--- src/rtl/bfs_pkg.sv ---
// Shared types and constants of the bilinear frame sampler.
// No dependencies; every other file uses this package.
`default_nettype none

package bfs_pkg;

  localparam int CoordBits   = 16;
  localparam int PixInBits   = 16;
  localparam int WeightBits  = 6;
  localparam int CfgDataBits = 9;
  localparam int CfgIdxBits  = 1;

  localparam logic [WeightBits-1:0] WEIGHT_ONE = 6'd32;
  localparam int BLEND_SHIFT = 10;

  localparam logic [CfgDataBits-1:0] FRAME_DIM_RESET = 9'd256;

  localparam logic [CfgIdxBits-1:0] CFG_FRAME_WIDTH  = 1'b0;
  localparam logic [CfgIdxBits-1:0] CFG_FRAME_HEIGHT = 1'b1;

  localparam int QueueDepth = 4;
  // queue plus read, horizontal and vertical stages
  localparam int PendingMax = QueueDepth + 3;

  typedef enum logic {
    MODE_STORE  = 1'b0,
    MODE_SAMPLE = 1'b1
  } bfs_mode_e;

  typedef struct packed {
    logic                  is_write;
    logic                  interior;
    logic                  par_x;
    logic                  par_y;
    logic [WeightBits-1:0] wx;
    logic [WeightBits-1:0] wy;
    logic [PixInBits-1:0]  pixel;
  } bfs_item_t;

endpackage

`default_nettype wire

--- src/rtl/bfs_queue.sv ---
// Short FIFO between front and back end.
// Depends on bfs_pkg for its depth.
`default_nettype none

module bfs_queue #(
  parameter int DATA_W = 64
) (
  input  wire logic              clk_i,
  input  wire logic              rst_ni,
  input  wire logic              push_i,
  input  wire logic [DATA_W-1:0] data_i,
  output logic                   ready_o,
  output logic                   valid_o,
  output logic [DATA_W-1:0]      data_o,
  input  wire logic              pop_i
);
  import bfs_pkg::*;

  localparam int PtrW = $clog2(QueueDepth);

  logic [DATA_W-1:0] mem_q [QueueDepth];
  logic [PtrW-1:0]   wr_ptr_q, wr_ptr_d, rd_ptr_q, rd_ptr_d;
  logic [PtrW:0]     count_q, count_d;

  always_comb begin
    wr_ptr_d = push_i ? wr_ptr_q + PtrW'(1) : wr_ptr_q;
    rd_ptr_d = pop_i ? rd_ptr_q + PtrW'(1) : rd_ptr_q;
    count_d  = count_q + (PtrW+1)'(push_i) - (PtrW+1)'(pop_i);
  end

  always_ff @(posedge clk_i or negedge rst_ni) begin
    if (!rst_ni) begin
      wr_ptr_q <= '0;
      rd_ptr_q <= '0;
      count_q  <= '0;
    end else begin
      wr_ptr_q <= wr_ptr_d;
      rd_ptr_q <= rd_ptr_d;
      count_q  <= count_d;
    end
  end

  always_ff @(posedge clk_i) begin
    if (push_i) begin
      mem_q[wr_ptr_q] <= data_i;
    end
  end

  assign ready_o = (count_q != (PtrW+1)'(QueueDepth));
  assign valid_o = (count_q != '0);
  assign data_o  = mem_q[rd_ptr_q];

endmodule

`default_nettype wire

--- config.mk ---
export PLATFORM = sky130hd
export DESIGN_NAME = bfs_queue
export DESIGN_NICKNAME = d
export VERILOG_FILES = /design/src/rtl/bfs_pkg.sv /design/src/rtl/bfs_queue.sv
export SDC_FILE = /design/constraint.sdc
export NUM_CORES = 1
export LEC_CHECK = 0
export BUFFER_PORTS_ARGS = -buffer_cell sky130_fd_sc_hd__clkbuf_2
export CORE_MARGIN = 5
export CORE_UTILIZATION = 57
export DETAILED_ROUTE_END_ITERATION = 6
export GPL_TIMING_DRIVEN = 0
export HOLD_SLACK_MARGIN = 0.02
export PLACE_DENSITY = 0.78
export SYNTH_ARGS = -nofsm -noshare
export SYNTH_HDL_FRONTEND = slang
export SYNTH_SLANG_ARGS = --single-unit
--- constraint.sdc ---
create_clock -name clk_i -period 3.2 [get_ports clk_i]
set_clock_uncertainty 0.1 [all_clocks]
set_input_delay 0.32 -clock clk_i [delete_from_list [all_inputs] [get_ports clk_i]]
set_output_delay 0.32 -clock clk_i [all_outputs]
set_load 0.005 [all_outputs]
Word-level counts from Yosys, hierarchy flattened
Memories as Yosys holds them, arrays and structs flattened.
Index checks and enable logic that the tools add are counted.
{"block": "totals", "ff_bits": 7, "mem_bits_rw": 256, "input_bits": 68, "output_inout_bits": 66, "word_cells": 12, "n_memories": 1}
{"block": "classes", "n_addsub": 4, "eq_ne": 1, "n_mux": 2, "n_reduce_logical": 1}
{"name": "mem_q", "words": 4, "width": 64, "rd": 1, "rd_ports_with_merged_regs": 0, "wr": 1, "line_no": "bfs_queue.sv:21", "rtl": "logic [DATA_W-1:0] mem_q [QueueDepth];"}
{"cell": "$add 2x1->2 const B", "count": 2}
{"cell": "$add 3x1->3", "count": 1}
{"cell": "$ne 3x3->1 const B", "count": 1}
{"cell": "$reduce_bool 3->1", "count": 1}
{"cell": "$sub 3x1->3", "count": 1}
{"cell": "$mux 1", "count": 2}

Depth between registers and ports, before layout
Gate-level depths: netlist of the first run.
{"block": "depth", "word_depth": 2, "ltp_mapped": 8, "ltp_nobuf": 8}

Worst setup path before layout of the first run
No wires, ideal clock.
{"block": "synth_path", "path_type": "reg-to-reg", "from": "register wr_ptr_q[0]", "to": "memory mem_q[2][0] (enable)", "arrival_ps": 2121, "required_ps": 2671, "slack_ps": 551, "stages_incl_launch_ff": 4, "path_buffers": 0, "synth_period_minus_slack_ps": 2649, "cell_sequence": "dfrtp_1 -> inv_1 -> ha_1 -> and2_1"}
{"item": "start, declared", "line_no": "bfs_queue.sv:22", "rtl": "logic [PtrW-1:0] wr_ptr_q, wr_ptr_d, rd_ptr_q, rd_ptr_d;"}
{"item": "start signal, assigned", "line_no": "bfs_queue.sv:37", "rtl": "wr_ptr_q <= wr_ptr_d;"}
{"item": "end, declared", "line_no": "bfs_queue.sv:21"}
No word-level cell before the write port.

Final worst setup path of the first run
{"block": "layout_path", "from": "register rd_ptr_q[0]", "to": "output port data_o[34]"}
{"block": "layout_via", "elab_chain_cells": 1}
{"item": "start, declared", "line_no": "bfs_queue.sv:22"}
{"item": "start signal, assigned", "line_no": "bfs_queue.sv:38", "rtl": "rd_ptr_q <= rd_ptr_d;"}
{"item": "$mem_v2 4x64"}
{"item": "end, declared", "line_no": "bfs_queue.sv:14", "rtl": "output logic [DATA_W-1:0] data_o,"}
No other way between the ends.

==> flow_summary.yaml, run 1 <==
drt:
  wl_per_cell_um: 21.27
  dr_wl_met3_um: 872
  drcViolationCount: 0
  top_layer_used: "met4"
  wirelength_mm: 17.85
  dr.pass1.iters: 4
  avgViaCountPerCell: 5.477
  num_vias: 4595
  antenna_left: 0
  first_iter_violations: 290
  dr_wl_met2_mm: 9.413
  met1_length_mm: 7.170
setup_path:
  cp_data_arrival_time_ns: 2.01
  critPathKind: "reg2out"
  crit_path_max_fanout: 10
  cp.required_ns: 2.78
  worstSetupEndpointType: "primary output"
  start_kind: "flip-flop"
clock_network:
  clkTransAtPathRegs_ns: 0.06
  cts.sinks: 263
  clockBufferDepth: 3
  cts_resized: 0
  insertion_delay_ns: 0.50
  clock-root-buffer: "clkbuf_16"
  htree_levels: 1
  cts_tree: "done"
  cts_buffers: 26
yosys:
  synth-edff-count: 256
  synth_area_leaders: "edfxtp_1 (80%), mux4_2 (15%), dfrtp_1 (1.8%), ha_1 (0.78%), buf_6 (0.59%)"
  synth-seq-cells: 263
  avgSynthCellArea_sq_um: 26.08
  synth.top_cell.area_share: 0.7990
  yosys.cell_types.count: 17
  netlist_area_sq_mm: 0.009622
  yosys_warnings: 0
  yosysMostFrequentCell: "edfxtp_1"
  synth_top_area_cell: "edfxtp_1"
  async_reset_ff_frac: 0.02662
  yosysSeqAreaShare: 0.8172
  syn_nets: 444
  synthCells: 369
  synth_ff_type: "edfxtp_1"
  ys_top_cells_by_count: "edfxtp_1 (256), mux4_2 (64), dfrtp_1 (7)"
floorplanning:
  initial_core_util: 0.5802
  rows: 47
  dieWidth_um: 139.9
  io_pins: 134
  core_area_sq_mm: 0.01658
  die_y_um: 139.9
  die_area_sq_mm: 0.01958
sta:
  slew_viol_final: 0
  setup_ws_ns: 0.7729
  worst_pin_slew_ns: 0.6593
  grt_setup_unrepaired: "false"
  final_hold_viol_count: 0
  period_minus_slack_ns: 2.427
  setup_viol: 0
  period_share: 0.7585
  max_freq_ghz: 0.4120
  max-slew-margin-rel: 0.5604
finish:
  n_antenna_cell: 0
  drive_gt1_frac: 0.4055
  post-route-util: 0.7318
  nets: 676
  area_delta_synth_final_pct: 26.12
global_route:
  grt_pass1_vias: 5148
  overflow: 0
  grt_pass1_wl_mm: 28.30
  grt_usage: 0.1851
  antenna_found_initial: 0
  grt_max_degree: 36
placement:
  preCtsSetupSlack_ns: 1.279
  gp_congestion: 0.7012
  place.detailed.hpwl_mm: 10.75
  io_buffers: 133
hold_path:
  hp-class: "in2async"
job:
  drv_cap: 0
power:
  p_leak_nw: 4.285
  vdd_drop_max_v: 0.0006374
  p_per_area_mw_per_mm2: 864.8
run_status:
  outcome: "complete, no violations"
## routing by layer
layer	vias to the layer above	track usage
met5	-	0
met4	0	0.04997
met3	26	0.02999
met2	134	0.3239
met1	2384	0.2460
li1	2051	-
## cells by family (layout without fill, tap and decap cells)
kind of cell             count (synthesis)  in the layout  share of synthesized area
adder cells (fa/ha/maj)                  7              7                   0.009883
AO/OA/AOI/OAI                            1              1                  0.0005197
buffers and inverters                   20            270                    0.01326
AND/OR/NAND/NOR                          9              9                   0.004811
flip-flops                             263            263                     0.8172
XOR/XNOR                                 5              5                   0.004552
multiplexers                            64             64                     0.1498
## cell type report
| type | instances | area (sq um) |
|---|---|---|
| buffer | 14 | 105.1 |
| clock buffer | 41 | 758.2 |
| clock inverter | 5 | 53.80 |
| fill | 973 | 4448 |
| inverter | 6 | 22.52 |
| multi-input combinational | 86 | 1642 |
| sequential | 263 | 7863 |
| tap | 220 | 275.3 |
| timing repair buffer | 204 | 1416 |
## stage by stage
stage	std cells	TNS (ns)	hold WS [ns]	instance area, sq um	power, mW
after CTS	839	0	0.07818	12140	10.65
after global routing	839	0	0.1198	12140	11.02
after floorplan	369	0	-0.07559	9622	6.516
final	839	0	0.1042	12140	10.49
after global placement	722	-130.77	0.06555	10560	7.591
after detailed placement	726	0	0.07330	10650	7.712
## final timing paths
check | cells past startpoint | from | to | slack, ns
worst max-delay path | 4 | rd_ptr_q[0] | data_o[34] | 0.77
worst min-delay path | 2 | rst_ni | count_q[2] | 0.10
worst max register to register | 4 | wr_ptr_q[0] | mem_q[2][34] | 1.32
worst min register to register | 1 | count_q[2] | count_q[2] | 0.42
max in group asynchronous | 2 | rst_ni | rd_ptr_q[1] | 2.71
min in group clk_i | 1 | count_q[2] | count_q[2] | 0.42
## flip-flops by register name, summed over array words and instances, names as in the netlist
name and count:
count_q 3, rd_ptr_q 2, wr_ptr_q 2, mem_q 256
## worst max-delay path, stage by stage (launching register included)
cell      delay (ns)
dfrtp_1         0.41
buf_6           0.21
buf_6           0.21
mux4_2          0.54
clkbuf_2        0.13
## power by group
part	switching [mW]	internal [mW]	leakage [nW]
logic	1.46	1.50	1.46
clock network	1.16	1.70	0.389
registers	0.175	4.51	2.43
## layout by cell type (no fill, tap or decap), drive strengths merged
cell type	n
edfxtp	256
clkbuf	175
dlygate4sd3	67
mux4	64
buf	17
dfrtp	7
inv	7
ha	6
and2	4
nand2	3
xnor2	3
xor2	2
clkinv	2
nor2	1
or3	1
o21ai	1
fa	1
bufinv	1
clkinvlp	1
## what timing repair did
action,CTS,global route
setup buffers,0,0
hold buffers,67,0
endpoints found under the hold margin,266,0
Power figures use the tool's default switching activity.
==> run 2: changes to the inputs <==
- ABC_AREA: default -> 1
- CORE_UTILIZATION: 57 -> 58
- clock period: 3.2 -> 2.4 ns (I/O delays scaled with it)
==> flow_summary.yaml, run 2 <==
placement:
  gp_congestion: 0.7311
  preCtsSetupSlack_ns: 0.09396
  dpl_cell_area_sq_mm: 0.01232
  place.detailed.hpwl_mm: 14.38
  io_buffers: 133
finish:
  layout_common_cells: "nand2_1 (331), inv_1 (266), edfxtp_1 (256), clkbuf_2 (133), nand3_1 (131)"
  post-route-util: 0.7299
  largest_reg_flops: 256
  design_area_sq_mm: 0.01379
  nets: 1361
  n_fill_cell: 1252
  area_delta_synth_final_pct: 22.97
  top_register: "mem_q"
  final_common_cell: "nand2_1"
  reg.largest.list: "mem_q x256, count_q x3"
  drive_gt1_frac: 0.1682
power:
  p_total_mw: 15.71
  vdd_drop_max_v: 0.0009267
  pwr-share-comb: 0.369
  p_leak_nw: 6.505
  clockPowerShare: 0.236
  switchingPower_mw: 5.435
  p_per_area_mw_per_mm2: 1139
  p_sw_frac: 0.3460
  seq_power_share: 0.395
  p_int_mw: 10.28
yosys:
  yosys.cell_types.count: 14
  yosys_warnings: 0
  syn_nets: 1126
  avgSynthCellArea_sq_um: 10.67
  synth.top_cell.area_share: 0.6855
  synth_ff_type: "edfxtp_1"
  synth-seq-cells: 263
  synthCells: 1051
  synth_top_area_cell: "edfxtp_1"
  synth-edff-count: 256
  netlist_area_sq_mm: 0.01121
  yosysMostFrequentCell: "nand2_1"
  ys_top_cells_by_count: "nand2_1 (331), inv_1 (270), edfxtp_1 (256), nand3_1 (131), buf_2 (23)"
  async_reset_ff_frac: 0.02662
  yosysSeqAreaShare: 0.7011
  synth_area_leaders: "edfxtp_1 (69%), nand2_1 (11%), inv_1 (9.0%), nand3_1 (5.8%), dfrtp_1 (1.6%)"
global_route:
  grt_max_degree: 35
  grt_use_met1: 0.2587
  grt_pass1_vias: 7552
  grt_pass1_wl_mm: 37.10
  antenna_found_initial: 1
  overflow: 0
  met2_usage: 0.3870
  grt_use_met3: 0.03191
  grt_usage: 0.2113
  top_usage_layer: "met2"
setup_path:
  crit_path_max_fanout: 33
  start_kind: "flip-flop"
  ff2ff_setup_slack_ns: 0.12
  worstPathCellList: "inv_1, ha_1, nand2_1, clkinvlp_4, buf_12"
  r2r_end: "mem_q[1][28]"
  critPathKind: "reg2reg"
  critical_path.top_delay_family: "buffers and inverters"
  cp.required_ns: 2.55
  worst-path-buf-inv: 3
  r2r-start: "wr_ptr_q[1]"
  crit_slowest_cell: "clkinvlp_4"
  max_stage_delay_ns: 0.68
  worstSetupEndpointType: "flip-flop"
  r2r_cells: 5
  worst-path-stages: 5
  cp_data_arrival_time_ns: 2.43
  crit_start: "wr_ptr_q[1]"
  worstSetupEndpoint: "mem_q[1][28]"
clock_network:
  cts_buffers: 26
  clkTransAtPathRegs_ns: 0.06
  cts_resized: 0
  cts_tree: "done"
  htree_levels: 1
  insertion_delay_ns: 0.51
  clockBufferDepth: 3
  cts.sinks: 263
  clock-root-buffer: "clkbuf_16"
floorplanning:
  io_pins: 134
  rows: 50
  die_area_sq_mm: 0.02222
  core_area_sq_mm: 0.01889
  dieWidth_um: 149.1
  initial_core_util: 0.5936
  die_y_um: 149.1
sta:
  max-slew-margin-rel: 0.4259
  grt_setup_unrepaired: "false"
  period_minus_slack_ns: 2.278
  setup_tns_ns: 0
  final_hold_viol_count: 0
  worst_pin_slew_ns: 0.8594
  period_share: 0.9492
  slew_viol_final: 0
  setup_viol: 0
  max_freq_ghz: 0.4390
  setup_ws_ns: 0.1220
drt:
  dr.pass1.iters: 5
  first_iter_violations: 381
  wl_per_cell_um: 15.19
  num_vias: 7478
  drcViolationCount: 0
  avgViaCountPerCell: 4.784
  wirelength_mm: 23.75
  antenna_left: 0
run_status:
  outcome: "complete, no violations"
hold_path:
  hp-class: "in2reg"
job:
  drv_cap: 0
[run 2: kinds of logic (layout without fill, tap and decap cells)]
family | after synthesis | in the layout | synth area share
buf+inv | 315 | 566 | 0.1184
flops | 263 | 263 | 0.7011
simple gates | 462 | 462 | 0.1693
compound gates | 1 | 1 | 0.0004459
other cells | 0 | 1 | 0
xor+xnor | 3 | 3 | 0.002343
fa+ha+maj | 7 | 7 | 0.008479
[run 2: worst min-delay path by stage]
stage / cells after the start / endpoint / start
finish: 2 / mem_q[3][15] / data_i[15]
CTS: 2 / mem_q[3][7] / data_i[7]
floorplan: 0 / count_q[0] / rst_ni
global placement: 1 / count_q[2] / rst_ni
global route: 2 / mem_q[1][18] / data_i[18]
detailed placement: 1 / count_q[2] / rst_ni
[run 2: final cells by class]
class / instances / area, sq um / area share
multi-input cells: 473 / 2024 / 0.1468
flip-flops and latches: 263 / 7863 / 0.5701
repair buffers: 206 / 1446 / 0.1049
well taps: 260 / 325.3 / 0.02359
plain buffers: 44 / 310.3 / 0.02250
repair inverters: 1 / 5.005 / 0.0003629
diodes: 1 / 2.502 / 0.0001815
clock buffers: 33 / 708.2 / 0.05135
inverters: 271 / 1031 / 0.07476
clock inverters: 11 / 75.07 / 0.005444
[run 2: worst register-to-register path: stages, from the launching register on]
cell and delay, ns:
dfrtp_1 0.38, inv_1 0.09, ha_1 0.18, nand2_1 0.10, clkinvlp_4 0.68, buf_12 0.47
[run 2: metrics by stage]
step / instances / hold slack (ns)
finish: 1563 / 0.3756
global route: 1563 / 0.3844
CTS: 1561 / 0.3530
detailed placement: 1449 / -0.005937
global placement: 1444 / -0.01120
floorplan: 1051 / -0.1556
[run 2: per-layer routing]
layer / wire, um / up-vias
li1: - / 3741
met1: 9395 / 3465
met2: 12420 / 238
met3: 1498 / 34
met4: 428 / 0
met5: 0 / -
[run 2: power by group through the flow]
stage / combinational [mW] / clock, mW / sequential (mW)
after floorplan: 3.40 / 0 / 6.28
after global placement: 5.47 / 0 / 6.33
after detailed placement: 5.71 / 0 / 6.30
after CTS: 5.84 / 3.75 / 6.21
after global routing: 6.41 / 3.97 / 6.27
final: 5.79 / 3.71 / 6.21
[run 2: what timing repair did]
item	CTS	global route
hold buffers	68	0
setup buffers	0	0
setup endpoints to repair	0	34
hold endpoints to repair	266	0
==> run 3: changes to the inputs <==
--- a/config.mk
+++ b/config.mk
@@ -14,4 +14,5 @@
 export HOLD_SLACK_MARGIN = 0.02
 export PLACE_DENSITY = 0.78
+export SLEW_MARGIN = 20
 export SYNTH_ARGS = -nofsm -noshare
 export SYNTH_HDL_FRONTEND = slang
==> constraint.sdc (replaced) <==
create_clock -name clk_i -period 2.4 [get_ports clk_i]
set_clock_uncertainty 0.1 [all_clocks]
set_input_delay 0.12 -clock clk_i [delete_from_list [all_inputs] [get_ports clk_i]]
set_output_delay 0.12 -clock clk_i [all_outputs]
set_load 0.005 [all_outputs]
==> flow_summary.yaml, run 3 (synthesis results as in run 2) <==
clock_network:
  cts.sinks: 263
  cts_tree: "done"
  cts_buffers: 26
  insertion_delay_ns: 0.51
  clock-root-buffer: "clkbuf_16"
  clockBufferDepth: 3
  postCtsSetupBuffers: 0
  clkTransAtPathRegs_ns: 0.06
  htree_levels: 1
floorplanning:
  die_area_sq_mm: 0.02222
  rows: 50
  die_y_um: 149.1
  core_area_sq_mm: 0.01889
  initial_core_util: 0.5936
  dieWidth_um: 149.1
  io_pins: 134
setup_path:
  start_kind: "flip-flop"
  r2r_cells: 6
  crit_slowest_cell: "dfrtp_1"
  crit_path_max_fanout: 10
  max_stage_delay_ns: 0.38
  worstPathCellList: "inv_1, buf_2, buf_2, nand3_1, nand2_1, clkbuf_2"
  worstSetupEndpointType: "primary output"
  cp.required_ns: 2.18
  critPathKind: "reg2out"
  worst-path-buf-inv: 4
  worst-path-stages: 6
  critical_path.top_delay_family: "buffers and inverters"
  cp_data_arrival_time_ns: 1.91
  crit_top_cell: "buf_2"
global_route:
  grt_max_degree: 34
  antenna_found_initial: 1
  grt_usage: 0.2152
  grt_use_met3: 0.03191
  grt_use_met1: 0.2598
  grt_pass1_vias: 7734
  met2_usage: 0.3928
  top_usage_layer: "met2"
  grt_pass1_wl_mm: 37.57
  overflow: 0
sta:
  period_minus_slack_ns: 2.129
  period_share: 0.8872
  max-slew-margin-rel: 0.6264
  final_hold_viol_count: 0
  max_freq_ghz: 0.4696
  slew_viol_final: 0
  grt_setup_unrepaired: "false"
  worst_pin_slew_ns: 0.5604
  hold_ws_ns: 0.2610
  setup_viol: 0
drt:
  drcViolationCount: 0
  avgViaCountPerCell: 4.830
  first_iter_violations: 529
  wl_per_cell_um: 15.28
  antenna_left: 0
  wirelength_mm: 23.92
  dr.pass1.iters: 7
  num_vias: 7563
placement:
  gp_congestion: 0.7311
  place.detailed.hpwl_mm: 14.54
  io_buffers: 133
  dpl_cell_area_sq_mm: 0.01236
finish:
  reg.largest.list: "mem_q x256, count_q x3"
  drive_gt1_frac: 0.1664
  final_common_cell: "nand2_1"
  design_area_sq_mm: 0.01382
  nets: 1362
  area_delta_synth_final_pct: 23.23
  layout_common_cells: "nand2_1 (331), inv_1 (266), edfxtp_1 (256), clkbuf_2 (133), nand3_1 (131)"
  largest_reg_flops: 256
  top_register: "mem_q"
run_status:
  outcome: "complete, no violations"
power:
  p_leak_nw: 6.513
  p_per_area_mw_per_mm2: 1138
  vdd_drop_max_v: 0.0008400
hold_path:
  hold_depth: 2
  hp-class: "in2reg"
job:
  drv_cap: 0
==> run 3: repair_timing <==
action                    CTS  global route
hold endpoints to repair  268             0
hold buffers               68             0
resized for setup           0             0
==> run 3: routing by layer <==
layer  routed length (um)  up-vias  share of wire
met1                 9280     3512           0.39
met5                    0        -              0
li1                     -     3748              -
met2                12530      261           0.52
met4                  533        0          0.022
met3                 1578       42          0.066
==> run 3: final timing paths <==
check | startpoint | endpoint | slack [ns]
worst min register to register | wr_ptr_q[0] | wr_ptr_q[0] | 0.44
worst max register to register | wr_ptr_q[0] | mem_q[2][26] | 0.30
worst min-delay path | data_i[15] | mem_q[2][15] | 0.26
worst max-delay path | rd_ptr_q[1] | data_o[24] | 0.27
max in group asynchronous | rst_ni | wr_ptr_q[1] | 1.39
min in group asynchronous | rst_ni | rd_ptr_q[0] | 0.53
==> run 3: area by class of cell <==
cell class,instances,area [sq um]
antenna,2,5.005
buffer,44,310.3
clock buffer,33,698.2
clock inverter,12,76.32
fill,1259,5074
inverter,271,1031
multi-input combinational,473,2024
sequential,263,7863
tap,260,325.3
timing repair buffer,208,1486
==> run 3: metrics by stage <==
| stage | power (mW) | TNS [ns] | util | setup WS, ns | std cells |
|---|---|---|---|---|---|
| detailed placement | 12.06 | 0 | 0.6542 | 0.3009 | 1451 |
| CTS | 15.81 | 0 | 0.7312 | 0.2486 | 1564 |
| global placement | 11.81 | -157.70 | 0.6466 | -0.9250 | 1444 |
| finish | 15.72 | 0 | 0.7315 | 0.2707 | 1566 |
| global route | 16.66 | 0 | 0.7313 | 0.1293 | 1565 |
| floorplan | 9.676 | 0 | - | 0.04321 | 1051 |
==> run 3: power by group <==
group	internal [mW]	total (mW)	switching, mW
clock network	2.14	3.66	1.52
logic	2.13	5.85	3.72
registers	6.01	6.20	0.198
